`src/rtl/core/ets_pkg.sv`:
```
// Shared types, constants and the month length function for the epoch to calendar converter.
package ets_pkg;

  localparam int unsigned EPOCH_W  = 34;
  localparam int unsigned ZONE_W   = 17;
  localparam int unsigned REST_W   = 35;
  localparam int unsigned YEAR_W   = 12;
  localparam int unsigned MONTH_W  = 4;
  localparam int unsigned DAY_W    = 5;
  localparam int unsigned HOUR_W   = 5;
  localparam int unsigned MINUTE_W = 6;

  localparam logic signed [ZONE_W-1:0] ZONE_RESET = 17'sd19800;

  localparam logic [YEAR_W-1:0] BASE_YEAR     = 12'd1970;
  localparam logic [6:0]        BASE_MOD100   = 7'd70;
  localparam logic [8:0]        BASE_MOD400   = 9'd370;
  localparam logic [6:0]        MOD100_LAST   = 7'd99;
  localparam logic [8:0]        MOD400_LAST   = 9'd399;
  localparam logic [MONTH_W-1:0] LAST_MONTH   = 4'd12;

  localparam logic [REST_W-1:0] SECS_PER_MIN    = 35'd60;
  localparam logic [REST_W-1:0] SECS_PER_10MIN  = 35'd600;
  localparam logic [REST_W-1:0] SECS_PER_HOUR   = 35'd3600;
  localparam logic [REST_W-1:0] SECS_PER_DAY    = 35'd86400;
  localparam logic [REST_W-1:0] SECS_DAYS_28    = 35'd2419200;
  localparam logic [REST_W-1:0] SECS_DAYS_29    = 35'd2505600;
  localparam logic [REST_W-1:0] SECS_DAYS_30    = 35'd2592000;
  localparam logic [REST_W-1:0] SECS_DAYS_31    = 35'd2678400;
  localparam logic [REST_W-1:0] SECS_COMMON_YR  = 35'd31536000;
  localparam logic [REST_W-1:0] SECS_LEAP_YR    = 35'd31622400;

  // Sequencer states, one-hot.
  typedef enum logic [7:0] {
    ST_IDLE   = 8'b0000_0001,
    ST_YEAR   = 8'b0000_0010,
    ST_MONTH  = 8'b0000_0100,
    ST_DAY    = 8'b0000_1000,
    ST_HOUR   = 8'b0001_0000,
    ST_MIN10  = 8'b0010_0000,
    ST_MIN1   = 8'b0100_0000,
    ST_FINISH = 8'b1000_0000
  } state_t;

  // Length of a month in seconds; month codes outside 1 to 12 mean nothing.
  function automatic logic [REST_W-1:0] month_secs(input logic [MONTH_W-1:0] month,
                                                   input logic leap);
    logic [REST_W-1:0] secs;
    case (month) inside
      4'd2:                      secs = leap ? SECS_DAYS_29 : SECS_DAYS_28;
      4'd4, 4'd6, 4'd9, 4'd11:   secs = SECS_DAYS_30;
      default:                   secs = SECS_DAYS_31;
    endcase
    return secs;
  endfunction

endpackage

```
`src/rtl/core/ets_if.sv`:
```
// Valid/ready channel interfaces for timestamps in and calendar results out.
interface ets_in_if;
  logic                           valid;
  logic                           ready;
  logic [ets_pkg::EPOCH_W-1:0]    epoch_seconds;

  modport source (output valid, output epoch_seconds, input ready);
  modport sink   (input valid, input epoch_seconds, output ready);
endinterface

interface ets_out_if;
  logic                           valid;
  logic                           ready;
  logic [ets_pkg::YEAR_W-1:0]     cal_year;
  logic [ets_pkg::MONTH_W-1:0]    cal_month;
  logic [ets_pkg::DAY_W-1:0]      cal_day;
  logic [ets_pkg::HOUR_W-1:0]     cal_hour;
  logic [ets_pkg::MINUTE_W-1:0]   cal_minute;
  logic                           clamped;

  modport source (output valid, output cal_year, output cal_month, output cal_day,
                  output cal_hour, output cal_minute, output clamped, input ready);
  modport sink   (input valid, input cal_year, input cal_month, input cal_day,
                  input cal_hour, input cal_minute, input clamped, output ready);
endinterface

```
`src/rtl/core/epoch_seconds_to_calendar.sv`:
```
// Converts step by step: whole years after 1970 are removed, then months, days, hours,
// ten-minute steps and minutes, each by one subtraction from the remaining seconds.
// All steps go through the single shared 36-bit subtract-and-compare unit, one step a cycle.
// Throughput: one timestamp per conversion, none taken before the last is handed over;
// a result left waiting in the output register holds only the next conversion, at its end.
// Reset (synchronous, rst_n low) empties the output and loads the zone offset with 19800.
module epoch_seconds_to_calendar (
  input  logic                                clk,
  input  logic                                rst_n,
  input  logic                                cfg_wr_en,
  input  logic signed [ets_pkg::ZONE_W-1:0]   cfg_wr_data,
  ets_in_if.sink                              in_ch,
  ets_out_if.source                           out_ch
);

  // Control state.
  ets_pkg::state_t                   state_r, state_nxt;
  logic                              out_valid_r, out_valid_nxt;
  logic signed [ets_pkg::ZONE_W-1:0] zone_r;

  // Working registers of the conversion.
  logic [ets_pkg::REST_W-1:0]   rest_r, rest_nxt;
  logic [ets_pkg::YEAR_W-1:0]   year_r, year_nxt;
  logic [6:0]                   mod100_r, mod100_nxt;
  logic [8:0]                   mod400_r, mod400_nxt;
  logic [ets_pkg::MONTH_W-1:0]  month_r, month_nxt;
  logic [ets_pkg::DAY_W-1:0]    day_r, day_nxt;
  logic [ets_pkg::HOUR_W-1:0]   hour_r, hour_nxt;
  logic [ets_pkg::MINUTE_W-1:0] minute_r, minute_nxt;
  logic                         clamp_r, clamp_nxt;

  // Output register, so that a finished result can wait while new work starts.
  logic [ets_pkg::YEAR_W-1:0]   o_year_r, o_year_nxt;
  logic [ets_pkg::MONTH_W-1:0]  o_month_r, o_month_nxt;
  logic [ets_pkg::DAY_W-1:0]    o_day_r, o_day_nxt;
  logic [ets_pkg::HOUR_W-1:0]   o_hour_r, o_hour_nxt;
  logic [ets_pkg::MINUTE_W-1:0] o_minute_r, o_minute_nxt;
  logic                         o_clamp_r, o_clamp_nxt;

  // Shared unit: one subtraction whose borrow doubles as the comparison.
  logic                          leap;
  logic [ets_pkg::REST_W-1:0]    sub_op;
  logic [ets_pkg::REST_W:0]      diff;
  logic                          fits;
  logic                          in_xfer;
  logic                          slot_free;
  logic signed [ets_pkg::REST_W:0] adj;

  // Gregorian rule: every 400th year, or every 4th year that is not a century.
  assign leap = (mod400_r == 9'd0) || ((year_r[1:0] == 2'b00) && (mod100_r != 7'd0));

  always_comb begin
    case (state_r)
      ets_pkg::ST_YEAR:  sub_op = leap ? ets_pkg::SECS_LEAP_YR : ets_pkg::SECS_COMMON_YR;
      ets_pkg::ST_MONTH: sub_op = ets_pkg::month_secs(month_r, leap);
      ets_pkg::ST_DAY:   sub_op = ets_pkg::SECS_PER_DAY;
      ets_pkg::ST_HOUR:  sub_op = ets_pkg::SECS_PER_HOUR;
      ets_pkg::ST_MIN10: sub_op = ets_pkg::SECS_PER_10MIN;
      default:           sub_op = ets_pkg::SECS_PER_MIN;
    endcase
  end

  assign diff = {1'b0, rest_r} - {1'b0, sub_op};
  assign fits = ~diff[ets_pkg::REST_W];

  // The timestamp is zero-extended and the offset sign-extended before the add.
  assign adj = $signed({2'b00, in_ch.epoch_seconds}) +
               (ets_pkg::REST_W + 1)'(zone_r);

  assign in_ch.ready = (state_r == ets_pkg::ST_IDLE);
  assign in_xfer     = in_ch.valid && in_ch.ready;
  assign slot_free   = !out_valid_r || out_ch.ready;

  always_comb begin
    state_nxt     = state_r;
    out_valid_nxt = out_valid_r;
    rest_nxt      = rest_r;
    year_nxt      = year_r;
    mod100_nxt    = mod100_r;
    mod400_nxt    = mod400_r;
    month_nxt     = month_r;
    day_nxt       = day_r;
    hour_nxt      = hour_r;
    minute_nxt    = minute_r;
    clamp_nxt     = clamp_r;
    o_year_nxt    = o_year_r;
    o_month_nxt   = o_month_r;
    o_day_nxt     = o_day_r;
    o_hour_nxt    = o_hour_r;
    o_minute_nxt  = o_minute_r;
    o_clamp_nxt   = o_clamp_r;

    // A result leaves the output register when the sink takes the transfer.
    if (out_valid_r && out_ch.ready) begin
      out_valid_nxt = 1'b0;
    end

    unique case (state_r)
      ets_pkg::ST_IDLE: begin
        if (in_xfer) begin
          // A negative local time is pinned to the epoch itself and flagged.
          if (adj[ets_pkg::REST_W]) begin
            rest_nxt  = '0;
            clamp_nxt = 1'b1;
          end else begin
            rest_nxt  = adj[ets_pkg::REST_W-1:0];
            clamp_nxt = 1'b0;
          end
          year_nxt   = ets_pkg::BASE_YEAR;
          mod100_nxt = ets_pkg::BASE_MOD100;
          mod400_nxt = ets_pkg::BASE_MOD400;
          month_nxt  = ets_pkg::MONTH_W'(1);
          day_nxt    = ets_pkg::DAY_W'(1);
          hour_nxt   = '0;
          minute_nxt = '0;
          state_nxt  = ets_pkg::ST_YEAR;
        end
      end
      ets_pkg::ST_YEAR: begin
        // Whole years are removed one by one; the modulo counters follow the year
        // so that the leap rule never needs a divider.
        if (fits) begin
          rest_nxt   = diff[ets_pkg::REST_W-1:0];
          year_nxt   = year_r + 1'b1;
          mod100_nxt = (mod100_r == ets_pkg::MOD100_LAST) ? 7'd0 : mod100_r + 1'b1;
          mod400_nxt = (mod400_r == ets_pkg::MOD400_LAST) ? 9'd0 : mod400_r + 1'b1;
        end else begin
          state_nxt = ets_pkg::ST_MONTH;
        end
      end
      ets_pkg::ST_MONTH: begin
        // December is never removed, whatever remains.
        if (fits && (month_r != ets_pkg::LAST_MONTH)) begin
          rest_nxt  = diff[ets_pkg::REST_W-1:0];
          month_nxt = month_r + 1'b1;
        end else begin
          state_nxt = ets_pkg::ST_DAY;
        end
      end
      ets_pkg::ST_DAY: begin
        if (fits) begin
          rest_nxt = diff[ets_pkg::REST_W-1:0];
          day_nxt  = day_r + 1'b1;
        end else begin
          state_nxt = ets_pkg::ST_HOUR;
        end
      end
      ets_pkg::ST_HOUR: begin
        // Years and months are whole days, so the remainder holds the time of day.
        if (fits) begin
          rest_nxt = diff[ets_pkg::REST_W-1:0];
          hour_nxt = hour_r + 1'b1;
        end else begin
          state_nxt = ets_pkg::ST_MIN10;
        end
      end
      ets_pkg::ST_MIN10: begin
        if (fits) begin
          rest_nxt   = diff[ets_pkg::REST_W-1:0];
          minute_nxt = minute_r + ets_pkg::MINUTE_W'(10);
        end else begin
          state_nxt = ets_pkg::ST_MIN1;
        end
      end
      ets_pkg::ST_MIN1: begin
        if (fits) begin
          rest_nxt   = diff[ets_pkg::REST_W-1:0];
          minute_nxt = minute_r + 1'b1;
        end else begin
          state_nxt = ets_pkg::ST_FINISH;
        end
      end
      ets_pkg::ST_FINISH: begin
        // Hand the result over as soon as the output register is free.
        if (slot_free) begin
          o_year_nxt    = year_r;
          o_month_nxt   = month_r;
          o_day_nxt     = day_r;
          o_hour_nxt    = hour_r;
          o_minute_nxt  = minute_r;
          o_clamp_nxt   = clamp_r;
          out_valid_nxt = 1'b1;
          state_nxt     = ets_pkg::ST_IDLE;
        end
      end
      default: begin
        state_nxt = ets_pkg::ST_IDLE;
      end
    endcase
  end

  always_ff @(posedge clk) begin
    if (!rst_n) begin
      state_r     <= ets_pkg::ST_IDLE;
      out_valid_r <= 1'b0;
      zone_r      <= ets_pkg::ZONE_RESET;
    end else begin
      state_r     <= state_nxt;
      out_valid_r <= out_valid_nxt;
      if (cfg_wr_en) begin
        zone_r <= cfg_wr_data;
      end
    end
  end

  always_ff @(posedge clk) begin
    rest_r     <= rest_nxt;
    year_r     <= year_nxt;
    mod100_r   <= mod100_nxt;
    mod400_r   <= mod400_nxt;
    month_r    <= month_nxt;
    day_r      <= day_nxt;
    hour_r     <= hour_nxt;
    minute_r   <= minute_nxt;
    clamp_r    <= clamp_nxt;
    o_year_r   <= o_year_nxt;
    o_month_r  <= o_month_nxt;
    o_day_r    <= o_day_nxt;
    o_hour_r   <= o_hour_nxt;
    o_minute_r <= o_minute_nxt;
    o_clamp_r  <= o_clamp_nxt;
  end

  assign out_ch.valid      = out_valid_r;
  assign out_ch.cal_year   = o_year_r;
  assign out_ch.cal_month  = o_month_r;
  assign out_ch.cal_day    = o_day_r;
  assign out_ch.cal_hour   = o_hour_r;
  assign out_ch.cal_minute = o_minute_r;
  assign out_ch.clamped    = o_clamp_r;

endmodule
```
`src/flat_wrapper.sv`:
```
// flat-port wrapper written by rule: the top's interface ports become plain ports
module epoch_seconds_to_calendar_flat 
  (clk, rst_n, cfg_wr_en, cfg_wr_data, in_ch_valid, in_ch_epoch_seconds, in_ch_ready, out_ch_valid, out_ch_cal_year, out_ch_cal_month, out_ch_cal_day, out_ch_cal_hour, out_ch_cal_minute, out_ch_clamped, out_ch_ready);
  ets_in_if in_ch_i ();
  ets_out_if out_ch_i ();
  input  logic clk;
  input  logic rst_n;
  input  logic cfg_wr_en;
  input  logic signed [ets_pkg::ZONE_W-1:0] cfg_wr_data;
  input wire logic [$bits(in_ch_i.valid)-1:0] in_ch_valid;
  input wire logic [$bits(in_ch_i.epoch_seconds)-1:0] in_ch_epoch_seconds;
  output wire logic [$bits(in_ch_i.ready)-1:0] in_ch_ready;
  output wire logic [$bits(out_ch_i.valid)-1:0] out_ch_valid;
  output wire logic [$bits(out_ch_i.cal_year)-1:0] out_ch_cal_year;
  output wire logic [$bits(out_ch_i.cal_month)-1:0] out_ch_cal_month;
  output wire logic [$bits(out_ch_i.cal_day)-1:0] out_ch_cal_day;
  output wire logic [$bits(out_ch_i.cal_hour)-1:0] out_ch_cal_hour;
  output wire logic [$bits(out_ch_i.cal_minute)-1:0] out_ch_cal_minute;
  output wire logic [$bits(out_ch_i.clamped)-1:0] out_ch_clamped;
  input wire logic [$bits(out_ch_i.ready)-1:0] out_ch_ready;
  assign in_ch_i.valid = in_ch_valid;
  assign in_ch_i.epoch_seconds = in_ch_epoch_seconds;
  assign in_ch_ready = in_ch_i.ready;
  assign out_ch_valid = out_ch_i.valid;
  assign out_ch_cal_year = out_ch_i.cal_year;
  assign out_ch_cal_month = out_ch_i.cal_month;
  assign out_ch_cal_day = out_ch_i.cal_day;
  assign out_ch_cal_hour = out_ch_i.cal_hour;
  assign out_ch_cal_minute = out_ch_i.cal_minute;
  assign out_ch_clamped = out_ch_i.clamped;
  assign out_ch_i.ready = out_ch_ready;
  epoch_seconds_to_calendar u_core (.clk(clk), .rst_n(rst_n), .cfg_wr_en(cfg_wr_en), .cfg_wr_data(cfg_wr_data), .in_ch(in_ch_i), .out_ch(out_ch_i));
endmodule
```
`config.mk`:
```
export PLATFORM = sky130hd
export DESIGN_NAME = epoch_seconds_to_calendar_flat
export DESIGN_NICKNAME = d
export VERILOG_FILES = /design/src/rtl/core/ets_pkg.sv /design/src/rtl/core/ets_if.sv /design/src/rtl/core/epoch_seconds_to_calendar.sv /design/src/flat_wrapper.sv
export SDC_FILE = /design/constraint.sdc
export NUM_CORES = 1
export LEC_CHECK = 0
export ABC_CLOCK_PERIOD_IN_PS = 6400
export BUFFER_PORTS_ARGS = -buffer_cell sky130_fd_sc_hd__buf_2
export CORE_ASPECT_RATIO = 0.9
export CORE_UTILIZATION = 61
export DETAILED_ROUTE_END_ITERATION = 12
export GPL_TIMING_DRIVEN = 1
export PLACE_DENSITY = 0.9
export RECOVER_POWER = 100
export SLEW_MARGIN = 20
export SYNTH_ARGS = -nofsm -noshare
export SYNTH_HDL_FRONTEND = slang
export SYNTH_SLANG_ARGS = --single-unit
```
`constraint.sdc`:
```
create_clock -name clk -period 6.4 [get_ports clk]
set_input_delay 1.28 -clock clk [delete_from_list [all_inputs] [get_ports clk]]
set_output_delay 1.28 -clock clk [all_outputs]
set_load 0.1 [all_outputs]
```
---- After elaboration in Yosys (flattened, before gate mapping) ----
Index checks and enable logic that the tools add are counted.
storage, ports and cells
  bits in registers ....................... 143
  output and inout bits ................... 35
  word-level logic and storage cells ...... 134
cells by class
  add/sub/neg operators ................... 10
  equal/unequal tests ..................... 31
  multiplexer cells ....................... 47
  bitwise gates (word level) .............. 1
  reduce and logical (&&, ||, !) cells .... 27
operators with widths
  operator                                        count
  2-to-1 mux 35 bit                               5
  one-hot mux 35 bit (5 select lines)             1
  one-hot mux 35 bit (3 select lines)             1
  2-to-1 mux 8 bit                                8
  one-hot mux 8 bit (8 select lines)              1
  adder 35 x 17 -> 36 bit                         1
  2-to-1 mux 18 bit                               2
  subtractor 35 x 35 -> 36 bit                    1
  2-to-1 mux 9 bit                                3
  2-to-1 mux 12 bit                               2
  one-hot mux 12 bit (2 select lines)             1
  2-to-1 mux 7 bit                                3
  2-to-1 mux 20 bit                               1
  2-to-1 mux 5 bit                                4
  one-hot mux 5 bit (2 select lines)              2
  2-to-1 mux 6 bit                                3
  one-hot mux 6 bit (3 select lines)              1
  one-hot mux 9 bit (2 select lines)              1
  != test 2 bit (second input constant)           8
  != test 2 x 1 -> 1 bit (second input constant)  7
  one-hot mux 7 bit (2 select lines)              1
  adder 12 x 1 -> 12 bit (second input constant)  1
  AND reduction 3 bit                             4
  adder 5 x 1 -> 5 bit (second input constant)    2
  36 further kinds                                52

---- Longest topological paths before layout ----
Gate-level depths: netlist (run 1).
  depth after elaboration ................. 11
  mapped depth ............................ 18
  depth with buffers taken out ............ 17

---- Worst setup path before layout (run 1) ----
OpenSTA, ideal clock, no wires.
  kind .................................... register -> register
  start ................................... register u_core.state_r[1]
  end ..................................... register u_core.rest_r[10] in the netlist's numbering, enable pin
  library setup time ...................... 0.391 ns
  data arrival time ....................... 3.958 ns
  setup slack ............................. 2.051 ns
  stages on the path, launching flop included .. 17
  period minus slack after synthesis ...... 4.349 ns
  path through ............................ dfxtp_1 -> nor4_2 -> nand2_1 -> nor3b_1 -> clkbuf_1 -> a31oi_1 -> ha_1 -> clkbuf_1 -> nand2_1 -> nor2_1 -> nand2_1 -> a211oi_1 -> nor3_2 -> nor2_1 -> buf_4 -> nand2_1 -> nand2_1
on the way
  longest elaborated chain between the ends .. 7
  elaborated cells between the ends (all ways) .. 18
  classes of those cells .................. add/sub: 1; eq/ne: 10; mux: 1; bitwise: 1; reduce/logical: 5
RTL lines
  what                                                  RTL line                                                          RTL
  start: declaration                                    epoch_seconds_to_calendar.sv:17                                   ets_pkg::state_t state_r, state_nxt;
  start signal: assignment                              epoch_seconds_to_calendar.sv:194                                  state_r <= ets_pkg::ST_IDLE;
  start signal: assignment                              epoch_seconds_to_calendar.sv:198                                  state_r <= state_nxt;
  == test 8 x 6 -> 1 bit, or another cell as far along  epoch_seconds_to_calendar.sv:53, epoch_seconds_to_calendar.sv:98
  one-hot mux 35 bit (5 select lines)                   epoch_seconds_to_calendar.sv:53                                   case (state_r)
  subtractor 35 x 35 -> 36 bit                          epoch_seconds_to_calendar.sv:63                                   assign diff = {1'b0, rest_r} - {1'b0, sub_op};
  NOT 1 bit                                             epoch_seconds_to_calendar.sv:64                                   assign fits = ~diff[ets_pkg::REST_W];
  logical AND 1 bit                                     epoch_seconds_to_calendar.sv:133                                  if (fits && (month_r != ets_pkg::LAST_MONTH)) begin
  != test 2 x 1 -> 1 bit (no line)                      n/a
  AND reduction 4 bit (no line) (*)                     n/a
  end signal: assignment                                epoch_seconds_to_calendar.sv:207                                  rest_r <= rest_nxt;
  end: declaration                                      epoch_seconds_to_calendar.sv:22                                   logic [ets_pkg::REST_W-1:0] rest_r, rest_nxt;
Mark *: on every way between the ends. The rest lies on a longest branch, timed or not.
A chain may end at the register's enable or synchronous reset.

---- Worst setup path after layout (run 1) ----
  start ................................... register u_core.state_r[0]
  end ..................................... register u_core.year_r[10] in the netlist's numbering, enable pin
on the way
  longest elaborated chain between the ends .. 5
  elaborated cells between the ends (all ways) .. 13
  classes of those cells .................. add/sub: 1; eq/ne: 8; mux: 1; reduce/logical: 3
RTL lines
  what                                                  RTL line                          RTL
  == test 8 x 6 -> 1 bit, or another cell as far along  epoch_seconds_to_calendar.sv:53
  one-hot mux 35 bit (5 select lines)                   epoch_seconds_to_calendar.sv:53
  subtractor 35 x 35 -> 36 bit                          epoch_seconds_to_calendar.sv:63
  != test 2 bit (no line)                               n/a
  AND reduction 3 bit (no line) (*)                     n/a
  end signal: assignment                                epoch_seconds_to_calendar.sv:208  year_r <= year_nxt;
  end: declaration                                      epoch_seconds_to_calendar.sv:23   logic [ets_pkg::YEAR_W-1:0] year_r, year_nxt;
Marks and branches as above.

==> results of run 1 <==
[how the worst max path moves through the flow]
stage | to | slack (ns) | depth (start not counted)
after global placement | u_core.rest_r[19] | 1.75 | 17
final | u_core.year_r[10] | 1.03 | 17
after CTS | u_core.rest_r[19] | 1.49 | 17
after detailed placement | u_core.rest_r[30] | 1.59 | 17
after global routing | u_core.year_r[2] | 0.59 | 17
after floorplan | u_core.rest_r[10] | 2.05 | 16
[flip-flops by register name, summed over array words and instances, names as in the netlist, 6 cells and up]
register,count
u_core.rest_r,33
u_core.zone_r,17
u_core.out_ch.cal_year,12
u_core.year_r,12
u_core.mod400_r,9
u_core.state_r,8
u_core.mod100_r,7
u_core.minute_r,6
u_core.out_ch.cal_minute,6
[metrics by stage]
stage | hold WS, ns | setup slack (ns) | cells | instance area, sq um
after floorplan | 0.400 | 2.05 | 992 | 9400
after global placement | 0.432 | 1.75 | 1256 | 10000
after detailed placement | 0.436 | 1.59 | 1256 | 10000
after CTS | 0.451 | 1.49 | 1288 | 10600
after global routing | 0.465 | 0.591 | 1288 | 10500
final | 0.446 | 1.03 | 1288 | 10500
[critical path, delay by kind of cell (launching register included)]
family          cells  cell delay (ns)
compound gates      2             0.62
flops               1             0.34
buf+inv             3             1.18
simple gates       11             2.43
fa+ha+maj           1             0.40
[layout by cell type (no fill, tap or decap), types with 12 or more instances in the layout]
master / netlist / layout
sky130_fd_sc_hd__xor2_1: 40 / 40
sky130_fd_sc_hd__ha_1: 70 / 70
sky130_fd_sc_hd__o21ai_0: 56 / 58
sky130_fd_sc_hd__edfxtp_1: 115 / 115
sky130_fd_sc_hd__nor3_1: 20 / 21
sky130_fd_sc_hd__nand3_1: 61 / 61
sky130_fd_sc_hd__nand2b_1: 12 / 12
sky130_fd_sc_hd__and3_1: 14 / 14
sky130_fd_sc_hd__nand4_1: 12 / 12
sky130_fd_sc_hd__dfxtp_1: 26 / 26
sky130_fd_sc_hd__clkbuf_16: 0 / 17
sky130_fd_sc_hd__nor2_1: 89 / 89
sky130_fd_sc_hd__xnor2_1: 42 / 42
sky130_fd_sc_hd__buf_2: 11 / 53
sky130_fd_sc_hd__a21oi_1: 83 / 83
sky130_fd_sc_hd__clkbuf_1: 15 / 42
sky130_fd_sc_hd__nand2_1: 97 / 97
sky130_fd_sc_hd__inv_1: 30 / 31
sky130_fd_sc_hd__mux2i_1: 17 / 17
sky130_fd_sc_hd__a21o_1: 17 / 17
sky130_fd_sc_hd__o22ai_1: 12 / 12
[power by group]
| group | switching [W] | internal, W | leakage [nW] |
|---|---|---|---|
| sequential | 0.000174 | 0.00132 | 1.25 |
| combinational | 0.00116 | 0.000688 | 2.55 |
| clock | 0.000400 | 0.000560 | 0.273 |
| total | 0.00173 | 0.00257 | 4.07 |
[final cells by class]
cell class                 instances  area share
sequential                       141       0.378
clock buffer                      21      0.0438
inverter                          32      0.0114
timing repair buffer              97      0.0421
tap                              198      0.0236
clock inverter                    11      0.0107
multi-input combinational        788       0.490
[logic make-up after synthesis]
kind of cell,Yosys count,synth area share
xor+xnor,82,0.0764
mux,17,0.0181
simple gates,355,0.183
fa+ha+maj,71,0.0953
flops,141,0.423
compound gates,263,0.177
buf+inv,63,0.0276
[per-layer routing]
| metal | up-vias | track usage |
|---|---|---|
| met1 | 3686 | 0.362 |
| met5 | - | 0 |
| met4 | 0 | 0.109 |
| met3 | 51 | 0.0549 |
| li1 | 3860 | - |
| met2 | 318 | 0.450 |
==> flow_summary.yaml, run 1 <==
status:
  status: "finished, violations left"
  violations_in_the_final_reports: "max-capacitance violations, max-slew violations"
placed_design:
  place.detailed.hpwl_mm: 15.6
  routabilityCongestion: 0.929
  io_buffer_count: 90
critical_path:
  critPathKind: "reg2reg"
  crit_path_end_kind: "register"
  crit_path_top_delay_cell: "sky130_fd_sc_hd__nor2_1"
  path_cells: "nor2_1 -> and3_1 -> and3_1 -> buf_4 -> inv_1 -> o21ai_0 -> nor2_1 -> ha_1 -> nand4_1 -> nor3_1 -> nand2_1 -> a211oi_1 -> nor3_1 -> nor2_1 -> nand2_1 -> nand2_1 -> clkbuf_2"
  rr_endpoint: "u_core.year_r[10]"
  worst-endpoint-required_ns: 6.45
  crit_path_max_incr_delay_ns: 0.64
  worst-path-max-fanout: 28
  worstRegToRegCells: 17
  critPathLaunch: "u_core.state_r[0]"
  regToRegSetupSlack_ns: 1.03
  cp_data_arrival_time_ns: 5.42
  worst_setup_path_start_kind: "register"
  critical_path.reg2reg.startpoint: "u_core.state_r[0]"
sta:
  setup_violations: 0
  timing.clock.skew_ns: 0.00662
  grt_setup_unrepaired: "no"
  timing.fmax_ghz: 0.186
  timing_max_transition_violations_final: 34
  layout_worst_path_cycle_share: 0.839
  max_slew_margin: -0.175
  fin_crit_ns: 5.37
  final-hold-violation-count: 0
  worst_slew_pin_slew_ns: 1.76
  setup-tns-final_ns: 0
pwr:
  worst_ir_drop_vdd_mv: 0.262
  design_power_total_w: 0.00430
  power-per-cell-area_nw_per_um2: 409
  cellLeakagePower_nw: 4.07
layout:
  num_antenna_cells: 0
  fillerInstances: 1140
  register_area_sq_um: 3970
  final_core_utilization: 0.707
  post_route_cells_drive_above_1_share: 0.0936
  num-nets-final: 1204
  multi_input_comb_area_sq_um: 5150
  area.growth.synth_to_final_pct: 11.8
drt:
  wl_met2_mm: 10.1
  post_drt_wl_per_cell_um: 16.7
  wirelength_met1_mm: 9.40
  via_per_inst: 6.15
  count_of_nets_left_with_antenna_violations_after_detail_routing: 0
  initialDrtViolationCount: 734
  detail_route.drc_violations: 0
  via_count: 7915
  met3_length_mm: 1.50
  drt_first_pass_iters: 5
  wirelength_mm: 21.5
  highest-signal-layer: "met4"
cts:
  ctsRootBufferMaster: "sky130_fd_sc_hd__clkbuf_16"
  cts_tree: "done"
  cts.htree.levels: 4
  post_cts_hold_buffer_count: 0
  later_pin_clock_latency_in_the_skew_report_ns: 0.42
  numClockSinks: 141
  cts_inserted_buffers: 17
  cts_setup_buffers: 0
  cts.clk_slew.worst_paths_ns: 0.06
  ctsLongestPathBuffers: 2
  post_cts.resized_instances: 0
synth:
  largest_area_contributor_in_the_netlist: "sky130_fd_sc_hd__edfxtp_1"
  synthCells: 992
  synth_top_area_share: 0.367
  syn-num-nets: 1119
  yosys_register_bits: 141
  syn_area_per_cell_sq_um: 9.48
  proportion_of_synthesized_chip_area_in_sequential_cells: 0.423
  synth_enable_flop_cells: 115
  synth_ff_type: "sky130_fd_sc_hd__edfxtp_1"
  synth.cell_area_sq_um: 9400
  synthTopCellsByArea: "sky130_fd_sc_hd__edfxtp_1 (37%), sky130_fd_sc_hd__ha_1 (9.3%), sky130_fd_sc_hd__dfxtp_1 (5.5%)"
  ys_warn_count: 0
  synth.cells.most_frequent: "sky130_fd_sc_hd__edfxtp_1 (115), sky130_fd_sc_hd__nand2_1 (97), sky130_fd_sc_hd__nor2_1 (89), sky130_fd_sc_hd__a21oi_1 (83), sky130_fd_sc_hd__ha_1 (70)"
  synth_async_sr_flop_share: 0
  synthMostInstantiatedCell: "sky130_fd_sc_hd__edfxtp_1"
  synthDistinctLibCells: 72
worst_hold_path:
  timing.hold.worst.class: "reg2reg"
  hp-start: "u_core.clamp_r"
  holdPathStages: 0
  worstHoldEndpoint: "u_core.out_ch.clamped"
floorplan:
  floorplan.io_pins: 91
  core_footprint_sq_um: 14900
  fp.dieH_um: 120
  die_area_sq_um: 15900
  initial_core_util: 0.632
  die_span_in_x_um: 133
  placement_rows: 42
global_route:
  grt_first_pass_wirelength_mm: 34.9
  gr-total-overflow: 0
  grt_usage: 0.276
  via_count_of_the_first_global_routing_pass: 7298
  grt_antenna_before_repair: 0
  grt_start_max_net_pins: 40
flow_run:
  max-cap-violations: 1
No activity file was read; power rests on OpenSTA's default activity.
==> inputs of run 2 (changes only) <==
Settings changed: ABC_CLOCK_PERIOD_IN_PS 6400 to 4800, CORE_UTILIZATION 61 to 55, PLACE_DENSITY 0.9 to 0.86.
Clock period 6.4 ns to 4.8 ns, I/O delays scaled along.
==> run 2 against run 1 <==
Compared with the run above: the run still ends with max-capacitance violations, max-slew violations left; register-to-register slack got worse by 0.72 ns; non-clock buffer count increased by 8; final cell count grew 1.3%; combinational power increased by 34%; first-iteration DRC count down 8.0%; critical path type unchanged.
==> flow_summary.yaml, run 2 (synthesized netlist as in run 1, its figures left out) <==
status:
  status: "finished, violations left"
  violations_in_the_final_reports: "max-capacitance violations, max-slew violations"
pwr:
  worst_ir_drop_vdd_mv: 0.358
  cellLeakagePower_nw: 4.12
  power-per-cell-area_nw_per_um2: 549
critical_path:
  path_cells: "nor4_2 -> nand4b_1 -> nand4_1 -> nor2_1 -> ha_1 -> fa_1 -> nand2b_1 -> a2111oi_0 -> o21bai_1 -> nand3_1 -> o21ai_1 -> and3_1 -> o21ai_0 -> a22oi_1"
  cp_data_arrival_time_ns: 4.63
  critPathKind: "reg2reg"
  crit_path_top_delay_cell: "sky130_fd_sc_hd__a2111oi_0"
  worst-path-max-fanout: 6
  worst_setup_path_start_kind: "register"
  worst-endpoint-required_ns: 4.95
  crit_path_end_kind: "register"
  crit_path_max_incr_delay_ns: 0.61
  path_delay_family: "simple AND/OR/NAND/NOR gates"
  worst-path-buf-inv: 0
sta:
  fin_crit_ns: 4.49
  worst_slew_pin_slew_ns: 1.79
  timing_max_transition_violations_final: 34
  setup-tns-final_ns: 0
  max_slew_margin: -0.193
  grt_setup_unrepaired: "no"
  setup_violations: 0
  layout_worst_path_cycle_share: 0.934
  final.hold.worst_slack_ns: 0.473
  timing.fmax_ghz: 0.223
  final-hold-violation-count: 0
  timing.clock.skew_ns: 0.0104
  setup_slack_ns: 0.315
placed_design:
  routabilityCongestion: 0.954
  instance_area_at_placement_sq_um: 10100
  place.detailed.hpwl_mm: 15.6
  io_buffer_count: 90
  placed_cells_incl_taps: 1273
  post-place-ws_ns: 0.322
drt:
  via_count: 7910
  wirelength_mm: 21.5
  initialDrtViolationCount: 675
  drt_first_pass_iters: 6
  count_of_nets_left_with_antenna_violations_after_detail_routing: 0
  post_drt_wl_per_cell_um: 16.5
  via_per_inst: 6.06
  detail_route.drc_violations: 0
cts:
  cts_tree: "done"
  later_pin_clock_latency_in_the_skew_report_ns: 0.43
  cts.clk_slew.worst_paths_ns: 0.06
  cts_setup_buffers: 0
  numClockSinks: 141
  cts.htree.levels: 4
  post_cts_hold_buffer_count: 0
  ctsLongestPathBuffers: 2
  cts_inserted_buffers: 17
  ctsRootBufferMaster: "sky130_fd_sc_hd__clkbuf_16"
flow_run:
  max-cap-violations: 1
global_route:
  grt_first_pass_wirelength_mm: 35.0
  gr-total-overflow: 0
  grt_start_max_net_pins: 34
  grt_antenna_before_repair: 0
  via_count_of_the_first_global_routing_pass: 7418
  grt_usage: 0.249
worst_hold_path:
  timing.hold.worst.class: "reg2reg"
floorplan:
  initial_core_util: 0.573
  core_footprint_sq_um: 16400
  die_span_in_x_um: 140
  fp.dieH_um: 126
  die_area_sq_um: 17600
  floorplan.io_pins: 91
  placement_rows: 44
layout:
  max_flop_register: "u_core.rest_r"
  final_design_area_no_fill_sq_um: 10600
  num-nets-final: 1212
  layout.cells.most_common: "sky130_fd_sc_hd__edfxtp_1"
  largest_register_ffs: 33
  post_route_cells_drive_above_1_share: 0.100
  area.growth.synth_to_final_pct: 12.9
  num_antenna_cells: 0
  final_cell_mix: "sky130_fd_sc_hd__edfxtp_1 (115), sky130_fd_sc_hd__nand2_1 (97), sky130_fd_sc_hd__nor2_1 (89)"
  instances_no_fill: 1305
  reg_top3: "u_core.rest_r (33), u_core.zone_r (17)"
run 2: cell count changes in the layout (fill, tap and decap cells not counted), sizes merged:
cell | before | now
buf | 56 | 62
clkbuf | 62 | 65
clkinv | 7 | 4
bufinv | 1 | 3
run 2: path summary, 6_finish.rpt:
path / start / endpoint / slack, ns / cells past startpoint
min: u_core.hour_r[4] / u_core.out_ch.cal_hour[4] / 0.47 / 0
min reg2reg: u_core.hour_r[4] / u_core.out_ch.cal_hour[4] / 0.47 / 0
max reg2reg: u_core.state_r[1] / u_core.rest_r[32] / 0.31 / 14
max: u_core.state_r[1] / u_core.rest_r[32] / 0.31 / 14
run 2: where the power goes:
group / total [W] / internal [W] / leakage, nW / switching (W)
Combinational: 0.00247 / 0.000934 / 2.59 / 0.00154
Sequential: 0.00199 / 0.00176 / 1.25 / 0.000237
Clock: 0.00136 / 0.000832 / 0.283 / 0.000528
Total: 0.00582 / 0.00352 / 4.12 / 0.00230
run 2: area by class of cell:
class,count,area [sq um]
inverters,32,120
repair buffers,105,499
clock inverters,10,140
flip-flops and latches,141,3970
multi-input cells,788,5160
fillers,1350,5800
well taps,207,259
clock buffers,22,454
run 2: metrics by stage:
stage / power (W) / utilization
after floorplan: 0.00384 / -
after global placement: 0.00436 / 0.615
after detailed placement: 0.00441 / 0.615
after CTS: 0.00580 / 0.651
after global routing: 0.00618 / 0.647
final: 0.00582 / 0.647
run 2: timing repair:
| action | CTS | global route |
|---|---|---|
| hold endpoints to repair | 0 | 0 |
| gates resized for setup | 0 | 1 |
| setup endpoints to repair | 0 | 4 |
run 2: routing by layer:
| metal | up-vias | global-route usage | share of wire |
|---|---|---|---|
| met5 | - | 0 | 0 |
| met4 | 0 | 0.0886 | 0.022 |
| met3 | 46 | 0.0570 | 0.069 |
| met2 | 331 | 0.401 | 0.45 |
| met1 | 3669 | 0.330 | 0.46 |
| li1 | 3864 | - | - |
